<file path="config.mk">
export PLATFORM = sky130hd
export DESIGN_NAME = nisq_seed
export DESIGN_NICKNAME = d
export VERILOG_FILES = /design/src/sv/nisq_pkg.sv /design/src/sv/nisq_seed.sv
export SDC_FILE = /design/constraint.sdc
export NUM_CORES = 1
export LEC_CHECK = 0
export BUFFER_PORTS_ARGS = -buffer_cell sky130_fd_sc_hd__clkbuf_2
export CAP_MARGIN = 20
export CORE_MARGIN = 1.5
export CORE_UTILIZATION = 25
export DETAILED_ROUTE_END_ITERATION = 10
export GPL_ROUTABILITY_DRIVEN = 0
export HOLD_SLACK_MARGIN = 0.05
export PLACE_DENSITY = 0.43
export SYNTH_ARGS = -nofsm -noshare
export SYNTH_HDL_FRONTEND = slang
export SYNTH_SLANG_ARGS = --single-unit
</file>
<file path="constraint.sdc">
create_clock -name clk -period 7.5 [get_ports clk]
set_input_delay 0.75 -clock clk [delete_from_list [all_inputs] [get_ports clk]]
set_output_delay 0.75 -clock clk [all_outputs]
set_load 0.02 [all_outputs]
</file>
<file path="src/sv/nisq_pkg.sv">
`timescale 1ns / 1ps

package nisq_pkg;

  localparam int DW       = 32;
  localparam int RW       = 16;
  localparam int DIV_BITS = DW;

  localparam logic [DW-1:0] SEED_LIMIT_LOW  = 32'd4194304;
  localparam logic [DW-1:0] SEED_LIMIT_MID  = 32'd134217728;
  localparam int            SEED_SHIFT_LOW  = 10;
  localparam int            SEED_SHIFT_MID  = 12;
  localparam int            SEED_SHIFT_HIGH = 14;
  localparam logic [DW-1:0] SEED_BIAS_LOW   = 32'd63;
  localparam logic [DW-1:0] SEED_BIAS_MID   = 32'd255;
  localparam logic [DW-1:0] SEED_BIAS_HIGH  = 32'd1023;

  typedef struct packed {
    logic          zero;
    logic [DW-1:0] x;
    logic [DW-1:0] r;
  } step_t;

  typedef struct packed {
    logic          zero;
    logic [DW-1:0] x;
    logic [DW-1:0] r;
    logic [DW-1:0] rem;
    logic [DW-1:0] qn;
  } cell_t;

endpackage

</file>
<file path="src/sv/nisq_seed.sv">
`timescale 1ns / 1ps

module nisq_seed (
  input  logic                       clk,
  input  logic                       rst_n,
  input  logic                       valid_in,
  input  logic [nisq_pkg::DW-1:0]    x_in,
  output logic                       valid_out,
  output nisq_pkg::step_t            data_out
);

  logic            valid_r;
  nisq_pkg::step_t data_r;
  nisq_pkg::step_t data_nxt;

  always_comb begin
    data_nxt.zero = (x_in == '0);
    data_nxt.x    = x_in;
    if (x_in <= nisq_pkg::SEED_LIMIT_LOW) begin
      data_nxt.r = (x_in >> nisq_pkg::SEED_SHIFT_LOW) + nisq_pkg::SEED_BIAS_LOW;
    end else if (x_in <= nisq_pkg::SEED_LIMIT_MID) begin
      data_nxt.r = (x_in >> nisq_pkg::SEED_SHIFT_MID) + nisq_pkg::SEED_BIAS_MID;
    end else begin
      data_nxt.r = (x_in >> nisq_pkg::SEED_SHIFT_HIGH) + nisq_pkg::SEED_BIAS_HIGH;
    end
  end

  always_ff @(posedge clk) begin
    if (!rst_n) begin
      valid_r <= 1'b0;
    end else begin
      valid_r <= valid_in;
    end
  end

  always_ff @(posedge clk) begin
    data_r <= data_nxt;
  end

  assign valid_out = valid_r;
  assign data_out  = data_r;

endmodule

</file>
==> flow_summary.json, run 1 <==
{
  "crit_path_start_kind": "primary input",
  "antenna_found_initial": 0,
  "cts_tree": "built",
  "fill_cells": 1098,
  "dr.pass1.iters": 4,
  "clockBufferDepth": 2,
  "numCtsBuffers": 9,
  "holdPathStages": 1,
  "grt_pass1_wl_um": 10000,
  "synth_cell_type_count": 45,
  "leakagePower_nw": 1.51,
  "hold_path.class": "primary input to register",
  "synth-edff-count": 0,
  "crit_family": "simple AND/OR/NAND/NOR gates",
  "rsz0062_at_grt": "false",
  "worstHoldEndpoint": "data_out[40]$_DFF_P_",
  "post-route-drc-count": 0,
  "hold_violations": 0,
  "powerDensity_nw_per_um2": 218,
  "htreeDepth": 3,
  "setup_slack_ps": 4520,
  "synth_top_area_share_pct": 44.9,
  "final_common_cell": "clkbuf_2",
  "ys_ff_latch": 57,
  "cp-end-kind": "register",
  "grt_max_degree": 19,
  "grtUsageTotal_pct": 12.1,
  "slew_violations": 0,
  "stdcell_count": 477,
  "grt_pass1_vias": 1854,
  "worstPathRequired_ps": 7770,
  "place_area_um2": 3030,
  "yosys-top-cells-area": "dfxtp_1 (45%), mux2i_1 (8.7%), xnor2_1 (6.2%), xor2_1 (4.8%), buf_4 (3.3%)",
  "clockRootBuffer": "clkbuf_8",
  "synth.avg_cell_area_um2": 10.3,
  "yosysTopAreaCell": "dfxtp_1",
  "placedCellCount": 462,
  "fin_crit_sh_pct": 39.7,
  "gr-total-overflow": 0,
  "synthesis.instances": 247,
  "min-delay-start": "x_in[8]",
  "cts_resized": 0,
  "area_growth_pct": 26.4,
  "final_cell_mix": "clkbuf_2 (91), dfxtp_1 (57), mux2i_1 (22)",
  "num_rows": 36,
  "min_period_ps": 2980,
  "die_x_um": 104,
  "vdd.ir_drop.worst_mv": 0.0743,
  "cap_violations": 0,
  "portBuffers": 91,
  "dp_slack_ps": 4160,
  "path_clk_slew_ps": 60,
  "finalNetCount": 381,
  "routed_via_density": 4.23,
  "cp_cell_sequence": "clkbuf_2, or4_4, or4_4, o21ai_4, mux2_2, mux2i_1",
  "ctsHoldBuffers": 0,
  "ys_seq_area_share_pct": 44.9,
  "post_cts_buffers": 0,
  "die_h_um": 104,
  "ys_warn_count": 0,
  "fin_setup_tns_ps": 0,
  "max-slew-margin-rel_pct": 43.9,
  "critPathMaxStageDelay_ps": 620,
  "synthFlopType": "dfxtp_1",
  "ioPinCount": 101,
  "final-setup-viol-count": 0,
  "num_antenna_cells": 0,
  "worst_pin_slew_ps": 833,
  "postLayoutCellArea_um2": 3210,
  "path_max_fanout": 18,
  "slowest_stage": "or4_4",
  "core-area_um2": 9820,
  "clock-sinks": 57,
  "postRouteAntennaNets": 0,
  "vias": 2020,
  "path_common_cell": "or4_4",
  "path_buf_inv": 1,
  "outcome": "finished clean",
  "drtIter0Drc": 75,
  "post-dp-hpwl_um": 4720,
  "syn_area_um2": 2540,
  "post_drt_wl_per_cell_um": 13.0,
  "die_area_um2": 10800,
  "crit_arrival_ps": 3250,
  "drive_gt1_share_pct": 33.7,
  "start_util_pct": 25.9,
  "routed_wl_um": 6220,
  "async_flop_share_pct": 0,
  "finalPower_mw": 0.699,
  "max_freq_mhz": 336,
  "crit_type": "primary input to register"
}
-- stage by stage --
step           hold slack, ps  util, %
6_report                  522     32.7
2_1_floorplan             778        -
5_1_grt                   495     32.7
4_1_cts                   506     32.7
3_5_place_dp              869     30.8
3_3_place_gp              871     30.8
-- kinds of logic after synthesis --
group	share of synthesized area, %
other	0.148
adders and majority gates	2.96
muxes	9.12
AOI/OAI and AO/OA	7.64
xor gates and xnor gates	11.0
and+or+nand+nor	15.5
DFF	44.9
buffers and inverters	8.62
-- routing by layer --
metal	vias to the layer above	wire, um	global-route usage, %
met3	9	361	3.96
li1	1016	-	-
met2	65	2670	17.0
met4	0	128	6.25
met1	930	3060	16.4
met5	-	0	0
-- power by group --
part | total (mW) | switching [mW] | internal, mW | leakage, nW
clock | 0.263 | 0.120 | 0.143 | 0.0980
sequential | 0.326 | 0.00448 | 0.321 | 0.480
combinational | 0.110 | 0.0717 | 0.0385 | 0.935
total | 0.699 | 0.196 | 0.503 | 1.51
-- how the worst max path moves through the flow --
stage	slack, ps	from	endpoint	cells after the start
finish	4520	x_in[20]	data_out[1]$_DFF_P_	6
global route	4410	x_in[20]	data_out[1]$_DFF_P_	6
CTS	4530	x_in[20]	data_out[1]$_DFF_P_	6
detailed placement	4160	x_in[20]	data_out[1]$_DFF_P_	6
global placement	4220	x_in[20]	data_out[1]$_DFF_P_	6
floorplan	4630	x_in[14]	data_out[14]$_DFF_P_	7
-- layout make-up --
type	count	area (um^2)	area share, %
repair buffers	92	463	14.4
inverters	9	33.8	1.05
clock buffers	12	165	5.15
clock inverters	3	15.0	0.468
multi-input cells	171	1220	38.1
flip-flops and latches	57	1140	35.6
well taps	133	166	5.19
-- sequential cells by signal (all words and copies together), names as in the netlist --
| name | flops |
|---|---|
| data_out | 56 |
| valid_out | 1 |
-- synthesized netlist by cell type, drive strengths merged, types with 2 or more instances --
cell / count
nor4b: 3
xor2: 14
o31ai: 2
nand4: 3
o21ai: 5
and3: 4
dfxtp: 57
nand3: 12
nand2b: 4
nand2: 15
clkbuf: 5
or3: 2
or4: 5
nor3: 3
nor2: 10
o221ai: 2
mux2i: 22
xnor2: 18
a21oi: 5
nor4: 3
o41ai: 2
a31oi: 5
buf: 17
ha: 6
inv: 9
or2: 2
Power figures use the tool's default switching activity.
==> inputs of run 2 (changes only) <==
--- a/config.mk
+++ b/config.mk
@@ -5,6 +5,7 @@
 export SDC_FILE = /design/constraint.sdc
 export NUM_CORES = 1
 export LEC_CHECK = 0
+export ABC_AREA = 1
 export BUFFER_PORTS_ARGS = -buffer_cell sky130_fd_sc_hd__clkbuf_2
 export CAP_MARGIN = 20
 export CORE_MARGIN = 1.5
@@ -12,7 +13,7 @@
 export DETAILED_ROUTE_END_ITERATION = 10
 export GPL_ROUTABILITY_DRIVEN = 0
 export HOLD_SLACK_MARGIN = 0.05
-export PLACE_DENSITY = 0.43
+export PLACE_DENSITY = 0.41
 export SYNTH_ARGS = -nofsm -noshare
 export SYNTH_HDL_FRONTEND = slang
 export SYNTH_SLANG_ARGS = --single-unit
==> constraint.sdc (replaced) <==
create_clock -name clk -period 3 [get_ports clk]
set_input_delay 0.3 -clock clk [delete_from_list [all_inputs] [get_ports clk]]
set_output_delay 0.3 -clock clk [all_outputs]
set_load 0.02 [all_outputs]
==> run 2 against run 1 <==
Against the previous run: utilization increased by 0.60 points; critical path depth increased by 6; sequential share of layout area decreased by 5.8 points; global-route usage increased by 2.0 points; total power increased to 3.2 times the previous value; first-iteration DRC count increased by 27%; combinational power increased to 2.8 times the previous value; synthesized cell count increased by 72%; clock power increased to 4.2 times the previous value; final area increased by 19%; highest routed layer unchanged.
==> flow_summary.json, run 2 <==
{
  "area_growth_pct": 28.2,
  "hold_path.class": "primary input to register",
  "cts_tree": "built",
  "ys_ff_latch": 57,
  "yosysTopAreaCell": "dfxtp_1",
  "htreeDepth": 3,
  "final-setup-viol-count": 0,
  "worstHoldEndpoint": "data_out[42]$_DFF_P_",
  "die_area_um2": 12600,
  "die_x_um": 112,
  "hold_violations": 0,
  "num_antenna_cells": 0,
  "synth-edff-count": 0,
  "clockBufferDepth": 2,
  "holdPathStages": 1,
  "ys_seq_area_share_pct": 38.2,
  "post-route-drc-count": 0,
  "fill_cells": 1305,
  "post_cts_buffers": 0,
  "cp-end-kind": "register",
  "vias": 2848,
  "syn_area_um2": 2990,
  "async_flop_share_pct": 0,
  "post-dp-hpwl_um": 6500,
  "antenna_found_initial": 0,
  "clock-sinks": 57,
  "powerDensity_nw_per_um2": 585,
  "final_common_cell": "nand2_1",
  "ctsHoldBuffers": 0,
  "grt_pass1_vias": 2881,
  "synth.most_common_cell": "nand2_1",
  "postRouteAntennaNets": 0,
  "path_clk_slew_ps": 60,
  "cts_resized": 0,
  "routed_via_density": 4.26,
  "routed_wl_um": 8370,
  "outcome": "finished clean",
  "post_drt_wl_per_cell_um": 12.5,
  "fin_crit_sh_pct": 55.6,
  "core-area_um2": 11500,
  "grt_pass1_wl_um": 13800,
  "synthFlopType": "dfxtp_1",
  "synth.avg_cell_area_um2": 7.02,
  "synth_top_area_share_pct": 38.2,
  "synth_cell_type_count": 28,
  "synth_common_cells": "nand2_1 (128), dfxtp_1 (57), nand3_1 (46)",
  "min-delay-start": "x_in[10]",
  "start_util_pct": 26.0,
  "final_cell_mix": "nand2_1 (128), clkbuf_2 (91), dfxtp_1 (57)",
  "worstPathRequired_ps": 3280,
  "slew_violations": 0,
  "setup_slack_ps": 1330,
  "grt_max_degree": 17,
  "leakagePower_nw": 1.96,
  "finalNetCount": 561,
  "cap_violations": 0,
  "max_freq_mhz": 600,
  "ys_warn_count": 0,
  "crit_type": "primary input to register",
  "dr.pass1.iters": 6,
  "num_rows": 39,
  "rsz0062_at_grt": "false",
  "numCtsBuffers": 9,
  "gr-total-overflow": 0,
  "die_h_um": 112,
  "grtUsageTotal_pct": 14.1,
  "clockRootBuffer": "clkbuf_16",
  "drtIter0Drc": 95,
  "vdd.ir_drop.worst_mv": 0.279,
  "dp_slack_ps": 977,
  "synthesis.instances": 426,
  "drive_gt1_share_pct": 25.9,
  "min_period_ps": 1670,
  "fin_setup_tns_ps": 0,
  "ioPinCount": 101,
  "crit_path_start_kind": "primary input",
  "hold_ws_ps": 83.1,
  "yosys-top-cells-area": "dfxtp_1 (38%), nand2_1 (16%), nand3_1 (7.7%), xor2_1 (5.9%), inv_1 (5.5%)",
  "largest_reg_flops": 56,
  "crit_arrival_ps": 1950,
  "path_max_fanout": 6,
  "portBuffers": 91
}
==> run 2: changes by cell type after synthesis, sizes merged, moves of 6 or more <==
cell,delta
o21ai,+8
nand3,+37
xnor2,-16
inv,+43
nand2,+119
nor2,+42
xor2,+6
mux2i,-22
==> run 2: metrics by stage <==
step | instances | power [mW] | util [%] | area [um^2]
floorplan | 438 | 1.04 | - | 3030
global placement | 652 | 1.15 | 30.4 | 3500
detailed placement | 652 | 1.15 | 30.4 | 3500
CTS | 668 | 2.27 | 33.3 | 3830
global route | 668 | 2.34 | 33.3 | 3830
finish | 668 | 2.24 | 33.3 | 3830
==> run 2: metal layers <==
layer / share of wire (%) / GRT usage (%)
met3: 5.3 / 3.78
met1: 46 / 16.2
met5: 0 / 0
met4: 2.0 / 5.74
met2: 47 / 24.8
==> run 2: logic make-up (layout without fill, tap and decap cells) <==
kind of cell             after synthesis  count (layout)  synth area share [%]
adder cells (fa/ha/maj)                6               6                  2.51
buffers and inverters                 73             160                  12.3
AO/OA/AOI/OAI                         15              15                  2.60
AND/OR/NAND/NOR                      252             252                  37.8
XOR/XNOR                              22              22                  6.45
other                                  1              13                 0.125
flip-flops                            57              57                  38.2
==> run 2: worst max path at each step <==
stage | slack (ps) | cells past startpoint | start | to
global placement | 980 | 11 | x_in[12] | data_out[0]$_DFF_P_
detailed placement | 980 | 12 | x_in[14] | data_out[9]$_DFF_P_
CTS | 1330 | 12 | x_in[14] | data_out[9]$_DFF_P_
finish | 1330 | 12 | x_in[14] | data_out[9]$_DFF_P_
floorplan | 1520 | 11 | x_in[14] | data_out[2]$_DFF_P_
global route | 1130 | 12 | x_in[14] | data_out[9]$_DFF_P_
==> run 2: area by class of cell <==
| type | instances | area, um^2 | area share, % |
|---|---|---|---|
| repair buffers | 92 | 463 | 12.1 |
| flip-flops and latches | 57 | 1140 | 29.8 |
| well taps | 143 | 179 | 4.67 |
| clock inverters | 7 | 103 | 2.68 |
| clock buffers | 9 | 225 | 5.88 |
| multi-input cells | 308 | 1530 | 39.8 |
| inverters | 52 | 195 | 5.09 |
==> run 2: critical path: stages <==
cell	delay [ps]
clkbuf_2	140
inv_1	110
ha_1	260
nand2_1	100
inv_1	50
nand3_1	90
nand2b_1	110
nor2_1	40
nor2_1	370
buf_4	230
nand3_1	80
nand2_1	50
==> run 2: report_power, final <==
part           switching, mW  internal [mW]
Combinational          0.214         0.0969
Clock                  0.382          0.733
Sequential            0.0113          0.804
Total                  0.607           1.63
==> inputs of run 3 (changes only) <==
--- a/config.mk
+++ b/config.mk
@@ -13,7 +13,7 @@
 export DETAILED_ROUTE_END_ITERATION = 10
 export GPL_ROUTABILITY_DRIVEN = 0
 export HOLD_SLACK_MARGIN = 0.05
-export PLACE_DENSITY = 0.41
+export PLACE_DENSITY = 0.43
 export SYNTH_ARGS = -nofsm -noshare
 export SYNTH_HDL_FRONTEND = slang
 export SYNTH_SLANG_ARGS = --single-unit
==> constraint.sdc (replaced) <==
create_clock -name clk -period 1.5 [get_ports clk]
set_input_delay 0.15 -clock clk [delete_from_list [all_inputs] [get_ports clk]]
set_output_delay 0.15 -clock clk [all_outputs]
set_load 0.02 [all_outputs]
==> run 3 against run 2 <==
Against the previous run: the flow now finishes with violations (DRC); sequential power rose by 100%; via count rose by 13%; count of clock-buffer cells in the layout did not move; combinational power rose to 2.5 times the previous value; worst setup slack got worse by 1200 ps; clock power rose by 120%; die area did not move; largest power group unchanged; wire length rose by 11%; cell count rose by 14%; critical path depth rose by 1; sequential share of layout area fell by 5.2 points; largest cell class unchanged; highest routed layer unchanged; final area rose by 21%.
==> flow_summary.json, run 3 (same netlist as run 2, synthesis figures left out) <==
{
  "worstPathRequired_ps": 1760,
  "post_drt_wl_per_cell_um": 12.2,
  "grt_pass1_wl_um": 15700,
  "numCtsBuffers": 9,
  "routed_via_density": 4.21,
  "finalPower_mw": 4.84,
  "place_area_um2": 4060,
  "die_x_um": 112,
  "grt_pass1_vias": 3310,
  "start_util_pct": 26.0,
  "ioPinCount": 101,
  "drt-met1-wl_um": 4180,
  "routed_wl_um": 9280,
  "post-dp-hpwl_um": 7280,
  "final_cell_mix": "nand2_1 (128), clkbuf_2 (91), buf_4 (73)",
  "crit_type": "primary input to register",
  "hold_violations": 0,
  "hold_path.class": "primary input to register",
  "path_max_fanout": 4,
  "antenna_found_initial": 0,
  "clockRootBuffer": "clkbuf_16",
  "placedCellCount": 725,
  "crit_path_start_kind": "primary input",
  "path_clk_slew_ps": 60,
  "num_antenna_cells": 0,
  "slew_violations": 0,
  "post-route-drc-count": 11,
  "num_rows": 39,
  "worst_pin_slew_ps": 545,
  "largest_reg_flops": 56,
  "cp-end-kind": "register",
  "portBuffers": 91,
  "wl_met3_um": 516,
  "outcome": "finished, violations left",
  "area_growth_pct": 55.0,
  "clock-sinks": 57,
  "drive_gt1_share_pct": 34.3,
  "postRouteAntennaNets": 0,
  "max-slew-margin-rel_pct": 63.6,
  "fin_crit_sh_pct": 90.0,
  "dr.pass1.iters": 7,
  "crit_path_start": "x_in[12]",
  "fin_setup_tns_ps": 0,
  "min_period_ps": 1350,
  "hold_ws_ps": 61.9,
  "die_h_um": 112,
  "cap_violations": 0,
  "final-setup-viol-count": 0,
  "drtIter0Drc": 135,
  "grtUsageTotal_pct": 15.9,
  "dp_slack_ps": -406,
  "clockBufferDepth": 2,
  "violations": "DRC",
  "finalNetCount": 654,
  "vdd.ir_drop.worst_mv": 0.571,
  "powerDensity_nw_per_um2": 1040,
  "max_freq_mhz": 741,
  "stdcell_count": 761,
  "fill_cells": 1239,
  "core-area_um2": 11500,
  "leakagePower_nw": 2.41,
  "final_common_cell": "nand2_1",
  "final_core_util_pct": 40.2,
  "vias": 3206,
  "top_layer": "met4",
  "crit_arrival_ps": 1610,
  "setup_slack_ps": 150,
  "cts_tree": "built",
  "htreeDepth": 3,
  "wl_met2_um": 4320,
  "die_area_um2": 12600,
  "postLayoutCellArea_um2": 4630,
  "rsz0062_at_grt": "false",
  "gr-total-overflow": 0,
  "grt_max_degree": 17,
  "min-delay-start": "x_in[14]"
}
-- run 3: area by class of cell --
| cell class | instances | area [um^2] | area share (%) |
|---|---|---|---|
| Inverter | 52 | 195 | 4.21 |
| Timing Repair Buffer | 185 | 1220 | 26.4 |
| Tap cell | 143 | 179 | 3.86 |
| Multi-Input combinational cell | 308 | 1540 | 33.3 |
| Sequential cell | 57 | 1140 | 24.6 |
| Clock inverter | 7 | 128 | 2.75 |
| Clock buffer | 9 | 225 | 4.86 |
-- run 3: final timing paths --
kind,slack (ps),endpoint,depth (start not counted)
setup / recovery,150,data_out[12]$_DFF_P_,13
hold / removal,60,data_out[46]$_DFF_P_,2
-- run 3: power breakdown --
group | switching, mW | internal [mW] | leakage (nW) | total (mW)
registers | 0.0261 | 1.61 | 0.480 | 1.63
clock network | 0.774 | 1.64 | 0.172 | 2.41
logic | 0.462 | 0.331 | 1.76 | 0.792
-- run 3: what timing repair did --
item	4_1_cts	5_1_grt
resized for setup	1	3
buffers inserted	0	0
endpoints found under the hold margin	19	0
hold buffers	20	0
endpoints found under the setup margin	10	5
-- run 3: metal layers --
metal | up-vias | GRT usage (%)
li1 | 1680 | -
met1 | 1410 | 18.6
met2 | 96 | 27.3
met3 | 20 | 4.27
met4 | 0 | 7.34
met5 | - | 0
-- run 3: critical path: stages --
cell and delay (ps):
clkbuf_2 80, inv_1 70, buf_4 130, ha_1 200
inv_1 60, nand2_1 90, nand2_1 80, nor2_1 240
inv_2 80, nand2_1 80, xor2_1 150, nand2_1 60
nand3_1 120
